**config.mk**
```make
export PLATFORM = sky130hd
export DESIGN_NAME = ocp_ctrl
export DESIGN_NICKNAME = d
export VERILOG_FILES = /design/src/rtl/core/ocp_pkg.sv /design/src/rtl/core/ocp_ctrl.sv
export SDC_FILE = /design/constraint.sdc
export NUM_CORES = 1
export LEC_CHECK = 0
export ABC_AREA = 1
export BUFFER_PORTS_ARGS = -buffer_cell sky130_fd_sc_hd__buf_2
export CORE_MARGIN = 10
export CORE_UTILIZATION = 51
export CTS_BUF_LIST = sky130_fd_sc_hd__clkbuf_8
export DETAILED_ROUTE_END_ITERATION = 10
export GPL_TIMING_DRIVEN = 0
export HOLD_SLACK_MARGIN = 0.12
export PLACE_DENSITY_LB_ADDON = 0.05
export SYNTH_ARGS = -nofsm -noshare
export SYNTH_HDL_FRONTEND = slang
export SYNTH_SLANG_ARGS = --single-unit
export TNS_END_PERCENT = 100
```
**constraint.sdc**
```tcl
create_clock -name clock -period 1.4 [get_ports clock]
set_input_delay 0 -clock clock [delete_from_list [all_inputs] [get_ports clock]]
set_output_delay 0 -clock clock [all_outputs]
set_load 0.01 [all_outputs]
```
**src/rtl/core/ocp_pkg.sv**
```systemverilog
`timescale 1ns / 1ps
// ---------------------------------------------------------------------------
// ocp_pkg
// shared types, constants and tables of the orbit camera pose block
// ---------------------------------------------------------------------------
package ocp_pkg;

   // register indexes on the csr port
   localparam logic [1:0] CSR_YAW_GAIN   = 2'd0;
   localparam logic [1:0] CSR_PITCH_GAIN = 2'd1;
   localparam logic [1:0] CSR_LIFT       = 2'd2;
   localparam logic [1:0] CSR_DISTANCE   = 2'd3;

   // angle constants, yaw and pitch in 2^-16 degree
   // a full turn is 45 * 2^19, so the wrap only reduces the bits from 19 up modulo 45
   localparam logic [5:0]         YAW_HI_MOD  = 6'd45;
   localparam logic signed [23:0] YAW_HI_BIAS = 24'sd2949120;  // 45 * 2^16, keeps it positive
   localparam logic [22:0]        YAW_RECIP   = 23'd5965232;   // floor(2^28 / 45)
   localparam logic signed [40:0] PLIM   = 41'sd5832704;

   // sine unit angles in 2^-17 degree
   localparam logic signed [27:0] FULL17 = 28'sd47185920;
   localparam logic signed [27:0] HALF17 = 28'sd23592960;
   localparam logic signed [27:0] Q90_17 = 28'sd11796480;
   localparam logic [24:0]        RAD_Q30 = 25'd18740330;
   localparam logic [30:0]        ONE30  = 31'h4000_0000;
   localparam logic [2:0]         SIN_TERMS_LAST = 3'd4;

   // controller sequencing limits
   localparam logic [2:0] SIN_LAST   = 3'd7;
   localparam logic [3:0] MSTEP_LAST = 4'd8;

   typedef struct packed {
      logic       load;      // accept word, issue yaw product
      logic       ystep;     // take yaw step, start yaw wrap, issue pitch product
      logic       pstep;     // take pitch step
      logic       sin_go;
      logic [2:0] sin_sel;
      logic       mul_en;
      logic [3:0] mstep;
      logic       out_load;
   } ocp_cmd_type;

   typedef struct packed {
      logic mod_busy;
      logic sin_done;
   } ocp_status_type;

   // taylor divisors, highest term first
   function automatic logic [6:0] sin_div(input logic [2:0] i);
      case (i)
         3'd0: sin_div = 7'd110;
         3'd1: sin_div = 7'd72;
         3'd2: sin_div = 7'd42;
         3'd3: sin_div = 7'd20;
         default: sin_div = 7'd6;
      endcase
   endfunction

   // floor(2^32 / divisor)
   function automatic logic [29:0] sin_recip(input logic [2:0] i);
      case (i)
         3'd0: sin_recip = 30'd39045157;
         3'd1: sin_recip = 30'd59652323;
         3'd2: sin_recip = 30'd102261126;
         3'd3: sin_recip = 30'd214748364;
         default: sin_recip = 30'd715827882;
      endcase
   endfunction

endpackage

```
**src/rtl/core/ocp_ctrl.sv**
```systemverilog
`timescale 1ns / 1ps
// ---------------------------------------------------------------------------
// ocp_ctrl
// sequencer: steps one frame through the datapath and owns the handshakes
// ---------------------------------------------------------------------------
module ocp_ctrl import ocp_pkg::*; (
   input  logic           clock,
   input  logic           reset,
   input  logic           req_valid,
   output logic           req_stall,
   output logic           rsp_valid,
   input  logic           rsp_stall,
   output ocp_cmd_type    cmd,
   input  ocp_status_type status
);

   localparam logic [2:0] ST_IDLE  = 3'd0;
   localparam logic [2:0] ST_YSTEP = 3'd1;
   localparam logic [2:0] ST_PSTEP = 3'd2;
   localparam logic [2:0] ST_MODW  = 3'd3;
   localparam logic [2:0] ST_SGO   = 3'd4;
   localparam logic [2:0] ST_SWAIT = 3'd5;
   localparam logic [2:0] ST_MUL   = 3'd6;
   localparam logic [2:0] ST_OUT   = 3'd7;

   logic [2:0] state_ff, state_in;
   logic [2:0] k_ff, k_in;
   logic [3:0] m_ff, m_in;
   logic       rsp_valid_ff, rsp_valid_in;
   logic       slot_free;

   assign slot_free = !rsp_valid_ff || !rsp_stall;
   assign req_stall = (state_ff != ST_IDLE);
   assign rsp_valid = rsp_valid_ff;

   always_comb begin
      state_in     = state_ff;
      k_in         = k_ff;
      m_in         = m_ff;
      rsp_valid_in = rsp_valid_ff && rsp_stall;
      cmd          = '0;
      cmd.sin_sel  = k_ff;
      cmd.mstep    = m_ff;
      case (state_ff)
         ST_IDLE: if (req_valid) begin
            cmd.load = 1'b1;
            state_in = ST_YSTEP;
         end
         ST_YSTEP: begin
            cmd.ystep = 1'b1;
            state_in  = ST_PSTEP;
         end
         ST_PSTEP: begin
            cmd.pstep = 1'b1;
            state_in  = ST_MODW;
         end
         ST_MODW: if (!status.mod_busy) begin
            k_in     = '0;
            state_in = ST_SGO;
         end
         ST_SGO: begin
            cmd.sin_go = 1'b1;
            state_in   = ST_SWAIT;
         end
         ST_SWAIT: if (status.sin_done) begin
            if (k_ff == SIN_LAST) begin
               m_in     = '0;
               state_in = ST_MUL;
            end else begin
               k_in     = k_ff + 3'd1;
               state_in = ST_SGO;
            end
         end
         ST_MUL: begin
            cmd.mul_en = 1'b1;
            m_in       = m_ff + 4'd1;
            if (m_ff == MSTEP_LAST) state_in = ST_OUT;
         end
         ST_OUT: if (slot_free) begin
            cmd.out_load = 1'b1;
            rsp_valid_in = 1'b1;
            state_in     = ST_IDLE;
         end
         default: state_in = ST_IDLE;
      endcase
   end

   always_ff @(posedge clock) begin
      if (reset) begin
         state_ff     <= ST_IDLE;
         k_ff         <= '0;
         m_ff         <= '0;
         rsp_valid_ff <= 1'b0;
      end else begin
         state_ff     <= state_in;
         k_ff         <= k_in;
         m_ff         <= m_in;
         rsp_valid_ff <= rsp_valid_in;
      end
   end

   a_out_free: assert property (@(posedge clock) disable iff (reset)
      cmd.out_load |-> (!rsp_valid_ff || !rsp_stall))
      else $error("result word overwritten while still held");

   a_sin_wait: assert property (@(posedge clock) disable iff (reset)
      status.sin_done |-> (state_ff == ST_SWAIT))
      else $error("sine result arrived outside wait state");

   a_mod_idle: assert property (@(posedge clock) disable iff (reset)
      (state_ff == ST_SGO || state_ff == ST_SWAIT || state_ff == ST_MUL)
      |-> !status.mod_busy)
      else $error("yaw remainder still running during trig");

   a_accept_go: assert property (@(posedge clock) disable iff (reset)
      (req_valid && !req_stall) |=> (state_ff == ST_YSTEP))
      else $error("accepted word did not start a frame");

endmodule

```
==> results of run 1 <==
## area by class of cell
| cell class | instances | area share (%) |
|---|---|---|
| Timing Repair Buffer | 22 | 13.9 |
| Multi-Input combinational cell | 79 | 45.0 |
| Sequential cell | 11 | 25.5 |
| Buffer | 1 | 0.866 |
| Tap cell | 15 | 2.16 |
| Clock inverter | 1 | 0.433 |
| Inverter | 17 | 7.36 |
| Clock buffer | 3 | 4.76 |
## per-layer routing
layer	part of all wire, %	wire length (um)	vias up	GRT usage [%]
met2	50	751	10	17.6
met4	0.73	11	0	4.12
met1	45	676	304	9.42
li1	-	-	385	-
met5	0	0	-	0
met3	5.1	77	2	3.60
## cell families (layout without fill, tap and decap cells)
logic type / Yosys count / after routing
AND/OR/NAND/NOR: 62 / 62
buffers and inverters: 18 / 44
AO/OA/AOI/OAI: 12 / 12
flip-flops: 11 / 11
adder cells (fa/ha/maj): 4 / 4
XOR/XNOR: 1 / 1
## state kept, by name (all words and copies together) (netlist names)
name	count
m_ff	4
rsp_valid	1
state_ff	3
k_ff	3
## critical path, delay by kind of cell, from the launching register on
kind                       cells  cell delay, ps
adders and majority gates      2             390
DFF                            1             320
and+or+nand+nor                6             460
## stage by stage
stage          util [%]  total power, mW  worst slack (ps)  cell area, um2
6_report           67.5             1.25               129             867
3_3_place_gp       62.1            0.931              88.9             798
2_1_floorplan         -            0.791               129             679
5_1_grt            67.5             1.36              10.0             867
4_1_cts            67.2             1.27              67.1             863
3_5_place_dp       62.1            0.945              74.5             798
## synth_stat cells
cell type / number / area [um2]
sky130_fd_sc_hd__a21oi_1: 9 / 45.0
sky130_fd_sc_hd__buf_4: 1 / 7.51
sky130_fd_sc_hd__dfxtp_1: 11 / 220
sky130_fd_sc_hd__ha_1: 4 / 50.1
sky130_fd_sc_hd__inv_1: 16 / 60.1
sky130_fd_sc_hd__inv_2: 1 / 3.75
sky130_fd_sc_hd__nand2_1: 26 / 97.6
sky130_fd_sc_hd__nand3_1: 8 / 40.0
sky130_fd_sc_hd__nand3_2: 1 / 10.0
sky130_fd_sc_hd__nor2_1: 20 / 75.1
sky130_fd_sc_hd__nor2_2: 2 / 12.5
sky130_fd_sc_hd__nor2_4: 1 / 11.3
sky130_fd_sc_hd__nor3_1: 2 / 10.0
sky130_fd_sc_hd__o21ai_0: 3 / 15.0
sky130_fd_sc_hd__or2_2: 2 / 12.5
sky130_fd_sc_hd__xor2_1: 1 / 8.76
## what timing repair did
item                                   4_1_cts  5_1_grt
endpoints found under the hold margin        5        0
setup endpoints to repair                    0        5
resized for setup                            0        2
hold buffers                                 2        0
## power breakdown
group | switching, mW | internal [mW] | total, mW
registers | 0.0575 | 0.374 | 0.431
logic | 0.306 | 0.203 | 0.509
clock network | 0.119 | 0.192 | 0.311
## worst max path at each step
stage                                     from                        to  slack [ps]
after detailed placement  k_ff[0]$_SDFFE_PP0P_      k_ff[1]$_SDFFE_PP0P_          70
after CTS                 k_ff[0]$_SDFFE_PP0P_      k_ff[1]$_SDFFE_PP0P_          70
after global routing      m_ff[0]$_SDFFE_PP0P_  state_ff[0]$_SDFFE_PP0P_          10
final                     k_ff[0]$_SDFFE_PP0P_      k_ff[2]$_SDFFE_PP0P_         130
after floorplan           k_ff[0]$_SDFFE_PP0P_      k_ff[0]$_SDFFE_PP0P_         130
after global placement    k_ff[0]$_SDFFE_PP0P_      k_ff[1]$_SDFFE_PP0P_          90
==> results list, run 1 <==
- CP max stage cell: sky130_fd_sc_hd__dfxtp_1
- The share of the Yosys chip area taken by registers is 32.4%.
- The area growth from synthesis to layout is 27.6%.
* Class of the most critical setup path: register to register
* Overall die width: 56.5 um
- After synthesis, the largest family of logic cells by area is simple AND/OR/NAND/NOR gates.
- The die covers roughly 0.0032 mm2.
- Max Root-Sink Buffers: 2
* FMAX: 0.786 GHz
- Final hold vios: 0
- Number of register bits inferred by synthesis: 11
* Filler-free cell count of the finished design: 149
- The total area inside the core boundary comes to roughly 0.0013 mm2.
- Final-layout setup total negative slack: 0 ps
* Pin slew with the least headroom to its limit: 215 ps
- Data on the critical path arrives at its endpoint at between 1000 and 1500 ps.
- The number of setup buffers added after CTS is 0.
- Register-to-Register Path Depth: 8
- After clock tree synthesis, the clock-pin slew on the worst setup and hold paths is 50 ps.
* Via count: 701
- Between clock sinks in the finished design, the worst skew comes to 6.17 ps.
- Final global-route overflow total: 0
- Post-synthesis xor/xnor area fraction: 1.29%
- The floorplan has 13 rows.
- Across the VDD grid, the largest voltage drop is 0.773 mV.
* Start of the worst register-to-register path: k_ff[0]$_SDFFE_PP0P_
* Net Count, Synth: 118
* Height of the chip: about 57 um
- CTS built an H-tree with a depth of 1.
- Starting utilization of the core area: 52.9%
* RSZ-0062 raised after global routing: false
- Clock tree root driver cell: sky130_fd_sc_hd__clkbuf_8
* Flip-flop and latch area: 221 um2
* Iter 0 DRT Violations: 4
- Of the available clock period, the critical path in the final layout requires around nine tenths.
* Slack of the worst reg-to-reg path: about 130 ps
- After Yosys synthesis, and, or, nand and nor cells account for 39.6% of the synthesized area.
- After detailed routing, the number of remaining DRC violations is 0.
- Kind of start point of the critical path: register
- In the layout the commonest cells are sky130_fd_sc_hd__nand2_1, sky130_fd_sc_hd__nor2_1, sky130_fd_sc_hd__buf_2, sky130_fd_sc_hd__inv_1, sky130_fd_sc_hd__dfxtp_1.
* CP max stage delay: 320 ps
- Post-Syn Instances: roughly 110
- In this run the remaining antenna-violating nets after routing total 0.
* Number of antenna cells inserted: 0
* Hold wc startpoint: status[0]
* CP endpoint kind: register
- Number of setup violations in the final report: 0
* Run status: complete, no violations
* Critical path, cell by cell: ha_1 > ha_2 > nand2_1 > nand2_1 > nor2_4 > nand2_1 > nand2_1 > nor2_1
- Max-slew violation total from the final report: 0
* Clock latency of the later-clocked register in the worst-skew pair: approximately 240 ps
* Hold-critical path endpoint: m_ff[2]$_SDFFE_PP0P_
- The first global-routing pass estimated approximately 2.6 mm of wire.
- Routed wire length: 1.52 mm
* Share of cells above drive strength 1: 24.6%
- Net total in the final layout: 145
- Pin count of the biggest net entering global routing: 10
- Dividing total power by cell area gives a power density of 1440 mW/mm2.
* Via count of the first global-routing pass: 686
- TritonCTS sink count: 11
* Worst endpoint required time: around 1500 ps
- Shortest clock period the worst path allows after layout: approximately 1300 ps
* Commonest non-fill, non-tap cell in the layout: sky130_fd_sc_hd__nand2_1
* Number of filler instances in the final layout: 128
- Complex-gate fraction of the synthesized area: 8.84%
- The tightest hold path in the finished design has a slack of 251 ps.
- First-pass detailed-route iteration total: 4
- Top fanout value on the critical path: 6
- Counting instances, the worst hold path has a depth of 6.
* Number of placed instances, taps included: 143
- In the routed layout, each cell is associated on average with a via count of 4.70.
- IO buf count: 20
- Cts bufs inserted: 3
* Combined area of all synthesized cells: roughly 680 um2
* Arithmetic-cell share of the synthesized area counting full adders, half adders and majority gates: around 7.4%
* CTS tree: done
* Total Routing Usage GR: 9.66%
- In this run the static leakage power is approximately 0.5 nW.
* Routed length per instance: 10.2 um
* Max-cap violations: 0
* RD Place Congestion: 0.757
- Synthesis instantiated 16 different standard cells from the library.
- During synthesis, Yosys emitted a total of 0 warnings.
- Terminus of the critical flop-to-flop path: k_ff[2]$_SDFFE_PP0P_
- The wire-length estimate of the detail-placed layout is around 1.2 mm.
* Crit-path most repeated cell: sky130_fd_sc_hd__nand2_1
- HP Class: input pin to register
* Multi-input gate area: 390 um2
- The number of antenna violations at the first check in global routing is 0.
- In this run the count of I/O pins placed on the die edge is 21.
- The worst pin sits at a relative slew slack of 85.7%.
* Mux share of post-synthesis cell area: 0%
* Mean cell area of the mapped netlist: roughly 6.3 um2
(Power assumes the default switching activity.)
==> run 2, diff against run 1 <==
Settings changed: ABC_CLOCK_PERIOD_IN_PS set to 1420, BUFFER_PORTS_ARGS -buffer_cell sky130_fd_sc_hd__buf_2 to unset, CORE_AREA set to 10 10 47 49, CORE_MARGIN 10 to unset, CORE_UTILIZATION 51 to unset, DIE_AREA set to 0 0 57 59, DONT_BUFFER_PORTS set to 1.
Clock period 1.4 ns to 1.42 ns, I/O delays scaled along.
==> run 2 against run 1 <==
  * Non-clock buffer count shrank 20
  * Clock power up 3%
  * Flip-flop and latch count unchanged
  * Routed wire length rose by 1.3%
  * Power shrank 4.9%
  * Critical path depth stayed put
  * Worst hold slack worse by 120 ps
  * Sequential share of layout area grew 3.5 points
  * Global-route usage increased by 0.15 points
  * Fmax is 0.24% higher
  * Via count is 8.8% lower
  * Utilization shrank 11 points
  * Largest cell class unchanged
  * Highest routed layer unchanged
==> results list, run 2 (synthesized netlist as in run 1, its figures left out) <==
* Max-slew violation total from the final report: 0 (unchanged)
- Max Clock Skew: 3.67 ps (-2.50 ps)
* RSZ-0062 raised after global routing: false
- CP bufs+invs: 0 (unchanged)
- The largest registers in the layout are m_ff x4, k_ff x3, state_ff x3.
- The weighted congestion reported at the end of routability-driven placement is 0.720 (-4.8%).
* Net total in the final layout: 125 (-14%)
- The total track usage was 9.81% (+0.15 points).
* CP max stage delay: 350 ps (+30 ps)
- The wire length per cell was 11.8 um (+16%).
* Starting utilization of the core area: 48.5% (-4.4 points)
- The post-CTS repair timing setup buffer count is 0 (unchanged).
* HP Class: input pin to primary output
- Number of setup violations in the final report: 0 (unchanged)
* Shortest clock period the worst path allows after layout: 1270 ps (-3.05 ps)
* Height of the chip: 59 um (+4.4%)
- Remaining design rule violation count: 0 (unchanged)
* IO buf count: 0 (-100%)
* Peak supply drop: 0.639 mV (-17%)
- The number of routed nets with antenna violations was 0 (unchanged).
- Terminus of the critical flop-to-flop path: k_ff[0]$_SDFFE_PP0P_
- The number of antenna repair diodes is 0 (unchanged).
- Walking the worst path, the cells encountered are ha_1 > ha_2 > nand2_2 > nand2_2 > nor2_4 > nand2_1 > nand2_1 > nor2_1.
* Run status: complete, no violations
- The final sum of negative setup slack is 0 ps (unchanged).
* Pin slew with the least headroom to its limit: 381 ps (+167 ps)
- The total wire length after detailed routing came to 1.54 mm (+1.3%).
- The number of violations of the max-capacitance limit was 0 (unchanged).
* Via count of the first global-routing pass: 621 (-9.5%)
- Kind of start point of the critical path: register
* Overall die area: 0.00336 mm2 (+5.3%)
- Ranked by flip-flop count, first place goes to m_ff.
- The critical path data required time is 1550 ps (+20 ps).
- The largest fanout on the critical path was 6 (unchanged).
- Start of the worst register-to-register path: k_ff[0]$_SDFFE_PP0P_
* Slack of the worst reg-to-reg path: 150 ps (+20 ps)
- The number of detailed-route iterations in the first pass is 4 (unchanged).
* Final hold vios: 0 (unchanged)
* Antenna violations before repair: 0 (unchanged)
- Std-Cell Rows: 14 (+1)
- H-tree levels: 1 (unchanged)
- Clock tree root driver cell: sky130_fd_sc_hd__clkbuf_8
* Power Dens Cells: 1520 mW/mm2 (+5.1%)
* Static Leakage: 0.397 nW (-20%)
* TritonCTS sink count: 11 (unchanged)
- Arrival time reported for the critical path endpoint: 1400 ps (about the same)
* CP endpoint kind: register
- Top delay family on crit path: simple AND/OR/NAND/NOR gates
* Max Root-Sink Buffers: 2 (unchanged)
* Worst Setup SP: k_ff[0]$_SDFFE_PP0P_
- Number of cells on the critical path: 8 (unchanged)
- The via density per instance is 4.92 (+4.5%).
- The critical path ends at k_ff[0]$_SDFFE_PP0P_.
- The fraction of final layout cells sized beyond drive strength 1 came to 19.3% (-5.3 points).
- The global-route wire length before repair is 2.68 mm (+2.9%).
- Boundary pin count: 21 (unchanged)
* Commonest non-fill, non-tap cell in the layout: sky130_fd_sc_hd__nand2_1
- Register-to-Register Path Depth: 8 (unchanged)
- Cts bufs inserted: 3 (unchanged)
- The slowest stage of the critical path belongs to the cell sky130_fd_sc_hd__dfxtp_2.
- The overall overflow remaining after global route is 0 (unchanged).
- The detailed placer's ending HPWL came to 1.18 mm (-3.6%).
- Flip-flop count of the largest register after layout: 4 (unchanged)
- The floorplan core area was 0.00140 mm2 (+9.1%).
- The initial DRC count came to 11 (+7).
- Power Total: 1.19 mW (-4.9%)
- Class of the most critical setup path: register to register
- Via count: 639 (-8.8%)
- Overall die width: 57 um (+0.88%)
- The register clock-pin slew on the reported worst setup and hold paths is 50 ps (about the same).
- From synthesis to final layout, the design area changed by 15.5%.
- The final worst-path cycle share was 89.3% (-1.5 points).
- Highest-count cells in the layout ignoring fill and taps: sky130_fd_sc_hd__nand2_1, sky130_fd_sc_hd__nor2_1, sky130_fd_sc_hd__inv_1, sky130_fd_sc_hd__a21oi_1, sky130_fd_sc_hd__nand3_1
- Pin count of the biggest net entering global routing: 10 (unchanged)
* Relative slew slack: 74.4% (-11 points)
* Number of cells on the worst hold path: 2 (-4)
* CTS tree: done
- The insertion delay to the later sink of the worst-skew pair was 240 ps (about the same).
- FMAX: 0.788 GHz (+0.24%)
==> run 2: metal layers <==
layer	track usage (%)	part of all wire, %
met1	11.0	45
met2	15.7	47
met3	4.08	6.6
met4	5.03	1.5
met5	0	0
==> run 2: layout make-up <==
type / count / area [um2]
Multi-Input combinational cell: 79 / 400
Clock inverter: 1 / 3.75
Inverter: 17 / 63.8
Fill cell: 150 / 617
Sequential cell: 11 / 228
Timing Repair Buffer: 2 / 20.0
Clock buffer: 3 / 41.3
Tap cell: 16 / 20.0
Buffer: 1 / 7.51
==> run 2: report_power, final <==
| part | switching (mW) | internal, mW |
|---|---|---|
| Sequential | 0.0778 | 0.373 |
| Combinational | 0.274 | 0.145 |
| Clock | 0.130 | 0.191 |
| Total | 0.482 | 0.709 |
==> run 2: repair_timing <==
action	CTS	global route
endpoints found under the setup margin	0	9
resized for setup	0	13
endpoints found under the hold margin	11	0
hold buffers	2	0
==> run 2: per-stage QoR <==
| stage | utilization (%) | setup slack, ps | hold WS, ps | instance area (um2) | instances |
|---|---|---|---|---|---|
| after detailed placement | 49.9 | 37.3 | 71.8 | 699 | 124 |
| after global placement | 49.9 | 35.6 | 72.1 | 699 | 124 |
| after floorplan | - | 149 | 69.1 | 679 | 108 |
| after CTS | 54.6 | 19.7 | 132 | 764 | 130 |
| after global routing | 56.0 | 5.63 | 152 | 785 | 130 |
| final | 56.0 | 152 | 128 | 785 | 130 |
==> run 2: worst min-delay path by stage <==
stage | startpoint | endpoint
after floorplan | reset | m_ff[1]$_SDFFE_PP0P_
after global placement | reset | m_ff[2]$_SDFFE_PP0P_
after detailed placement | reset | m_ff[1]$_SDFFE_PP0P_
after CTS | req_valid | cmd[12]
after global routing | req_valid | cmd[12]
final | req_valid | cmd[12]
==> run 3, diff against run 2 <==
Settings changed: ABC_CLOCK_PERIOD_IN_PS 1420 to 1300, CORE_AREA 10 10 47 49 to 2 2 39 41, DIE_AREA 0 0 57 59 to 0 0 41 43.
Clock period 1.42 ns to 1.3 ns, I/O delays scaled along.
==> run 3 against run 2 <==
  * Sequential power increased by 17%
  * Critical path depth did not move
  * Fmax rose by 1.2%
  * Worst hold slack worse by 17 ps
  * Via count up 1.7%
  * Clock power increased by 7.8%
  * Power up 20%
  * Die area decreased by 48%
  * Critical path type unchanged
  * Critical endpoint is now state_ff[1]$_SDFFE_PP0P_
  * Largest cell class unchanged
  * Largest power group is now combinational logic
==> results list, run 3 (synthesized netlist as in run 1, its figures left out) <==
- The run finished with clean final reports.
* Vias per cell: 5.00 (+1.7%)
- The overall overflow remaining after global route was 0 (unchanged).
- CP endpoint kind: register
- The number of instances on the worst hold path came to 4 (+2).
- Iter 0 DRT Violations: 12 (+1)
- The relative slew slack was 75.9% (+1.5 points).
- Slack of the worst reg-to-reg path: 50 ps (-110 ps)
- The startpoint identified for the worst hold timing path is status[0].
* Arrival time reported for the critical path endpoint: 1380 ps (-20 ps)
- Clock latency of the later-clocked register in the worst-skew pair: 240 ps (about the same)
- The count of input and output buffers came to 0 (unchanged).
- CTS tree: done
- Highest-count cells in the layout ignoring fill and taps: sky130_fd_sc_hd__nand2_1, sky130_fd_sc_hd__nor2_1, sky130_fd_sc_hd__inv_1, sky130_fd_sc_hd__a21oi_1, sky130_fd_sc_hd__nand3_1
- The slew of the pin with the lowest slew margin was 359 ps (-22.1 ps).
- Top fanout value on the critical path: 4 (-2)
* Std-Cell Rows: 14 (unchanged)
- The final worst-path cycle share was 96.5% (+7.1 points).
- The number of antenna repair diodes came to 0 (unchanged).
- The depth of the worst register-to-register path came to 8 (unchanged).
* Routed length per instance: 11.1 um (-5.9%)
- The number of detailed-route iterations in the first pass is 4 (unchanged).
- Crit-path most repeated cell: sky130_fd_sc_hd__nor2_1
- Clock tree root driver cell: sky130_fd_sc_hd__clkbuf_8
- Via count of the first global-routing pass: 576 (-7.2%)
- The largest clock skew in the final design came to 2.01 ps (-1.66 ps).
- Share of cells above drive strength 1: 29.8% (+11 points)
- The number of top-level pins was 21 (unchanged).
- Placed instance area: 699 um2 (unchanged)
- The shortest period the worst path allows was 1250 ps (-14.6 ps).
- The die boundary height came to 43 um (-27%).
* Final hold vios: 0 (unchanged)
- The largest registers in the layout are m_ff x4, k_ff x3, state_ff x3.
- The number of antenna violations at the first check in global routing came to 0 (unchanged).
* Final instance area: 881 um2 (+12%)
- First-pass GRT wire length: 2.27 mm (-15%)
- The worst hold path terminates at state_ff[2]$_SDFFE_PP0P_.
- Most flops, register: m_ff
- The upper clock frequency limit came to 0.798 GHz (+1.2%).
* Routed wire length: 1.45 mm (-5.9%)
* Remaining number of nets flagged by the antenna check after routing: 0 (unchanged)
* Cts bufs inserted: 3 (unchanged)
- The maximum count of clock buffers along a single path was 2 (unchanged).
- The worst register-to-register path ends at state_ff[1]$_SDFFE_PP0P_.
- The worst voltage drop across the vdd grid was 0.719 mV (+12%).
- The floorplan core area was 0.00138 mm2 (-1.2%).
- Critical path, cell by cell: ha_4 > ha_4 > nor2_1 > nor2_1 > a21oi_2 > nand3_2 > nand2_1 > nor2_1
- The area of the die is 0.00176 mm2 (-48%).
* Total Routing Usage GR: 18.8% (+9.0 points)
* TritonCTS sink count: 11 (unchanged)
* Start of the worst register-to-register path: k_ff[0]$_SDFFE_PP0P_
- The detailed placer's ending HPWL is 1.02 mm (-14%).
- The number of max-slew violations in the final report is 0 (unchanged).
* Class of the most critical setup path: register to register
- Filler-free cell count of the finished design: 130 (unchanged)
* HP Class: input pin to register
- Remaining design rule violation count: 0 (unchanged)
* Flip-flop count of the largest register after layout: 4 (unchanged)
- The number of vias in the routed layout came to 650 (+1.7%).
* Power Dens Cells: 1630 mW/mm2 (+7.1%)
* Kind of start point of the critical path: register
- Overall die width: 41 um (-28%)
* Max-cap violations: 0 (unchanged)
- The H-tree level count is 1 (unchanged).
- Setup repair after global routing could not meet its margin everywhere.
- Static Leakage: 0.428 nW (+7.8%)
* Starting utilization of the core area: 49.1% (+0.61 points)
- Clk pin slew, worst setup/hold paths: 50 ps (about the same)
- Commonest non-fill, non-tap cell in the layout: sky130_fd_sc_hd__nand2_1
- CP max stage cell: sky130_fd_sc_hd__dfxtp_4
- The fraction of the core area covered by cells at the end of the flow came to 63.7% (+7.7 points).
* Net total in the final layout: 125 (unchanged)
- The maximum number of pins on one net before global-route repair was 10 (unchanged).
- The total placed cells including tap cells came to 124 (unchanged).
- The final setup violation count is 0 (unchanged).
* CP max stage delay: 370 ps (+20 ps)
- The critical path data required time is 1430 ps (-120 ps).
* Area added between synthesis and finish: 29.7%
- RD Place Congestion: 0.821 (+14%)
[run 3: cell count changes in the layout (fill, tap and decap cells not counted), moves of 3 or more]
cell	before	now
sky130_fd_sc_hd__dfxtp_2	6	2
sky130_fd_sc_hd__dfxtp_4	0	4
sky130_fd_sc_hd__nor2_1	20	17
sky130_fd_sc_hd__nor2_4	1	4
sky130_fd_sc_hd__inv_1	16	13
[run 3: what timing repair did]
item	4_1_cts	5_1_grt
hold endpoints to repair	11	0
resized for setup	8	29
hold buffers	2	0
pin swaps	1	8
cloned	0	0
setup buffers	0	0
setup endpoints to repair	10	11
[run 3: power breakdown]
part	switching (mW)	leakage, nW	internal, mW
Sequential	0.115	0.0934	0.414
Combinational	0.347	0.309	0.211
Clock	0.135	0.0255	0.211
[run 3: area by class of cell]
class	count	area [um2]
plain buffers	1	11.3
clock buffers	3	41.3
clock inverters	1	5.00
fillers	129	503
inverters	17	63.8
multi-input cells	79	482
flip-flops and latches	11	238
well taps	16	20.0
repair buffers	2	20.0
[run 3: critical path, delay by kind of cell, from the launching register on]
| family | cells | cell delay (ps) |
|---|---|---|
| AND/OR/NAND/NOR | 5 | 330 |
| AO/OA/AOI/OAI | 1 | 130 |
| flip-flops | 1 | 370 |
| adder cells (fa/ha/maj) | 2 | 330 |
[run 3: metal layers]
metal | routed length, um | global-route usage (%) | part of all wire (%)
met1 | 635 | 23.6 | 44
met2 | 742 | 28.1 | 51
met3 | 68 | 7.85 | 4.7
met4 | 0 | 6.00 | 0
met5 | 0 | 0 | 0
[run 3: metrics by stage]
stage                     total power, mW  worst slack, ps  hold slack [ps]  setup TNS (ps)
after floorplan                     0.852             29.0             69.1               0
after global placement              0.913            -73.1             71.8            -286
after detailed placement            0.920            -87.1             71.9            -393
after CTS                            1.29             2.32              120               0
after global routing                 1.56            -42.9              128            -154
final                                1.43             46.1              110               0
[run 3: how the worst max path moves through the flow]
stage | start | end | slack, ps | depth (start not counted)
after floorplan | k_ff[0]$_SDFFE_PP0P_ | k_ff[0]$_SDFFE_PP0P_ | 30 | 8
after global placement | k_ff[0]$_SDFFE_PP0P_ | k_ff[1]$_SDFFE_PP0P_ | -70 | 8
after detailed placement | k_ff[0]$_SDFFE_PP0P_ | k_ff[1]$_SDFFE_PP0P_ | -90 | 8
after CTS | k_ff[0]$_SDFFE_PP0P_ | state_ff[1]$_SDFFE_PP0P_ | 2 | 8
after global routing | m_ff[0]$_SDFFE_PP0P_ | state_ff[0]$_SDFFE_PP0P_ | -40 | 9
final | k_ff[0]$_SDFFE_PP0P_ | state_ff[1]$_SDFFE_PP0P_ | 50 | 8
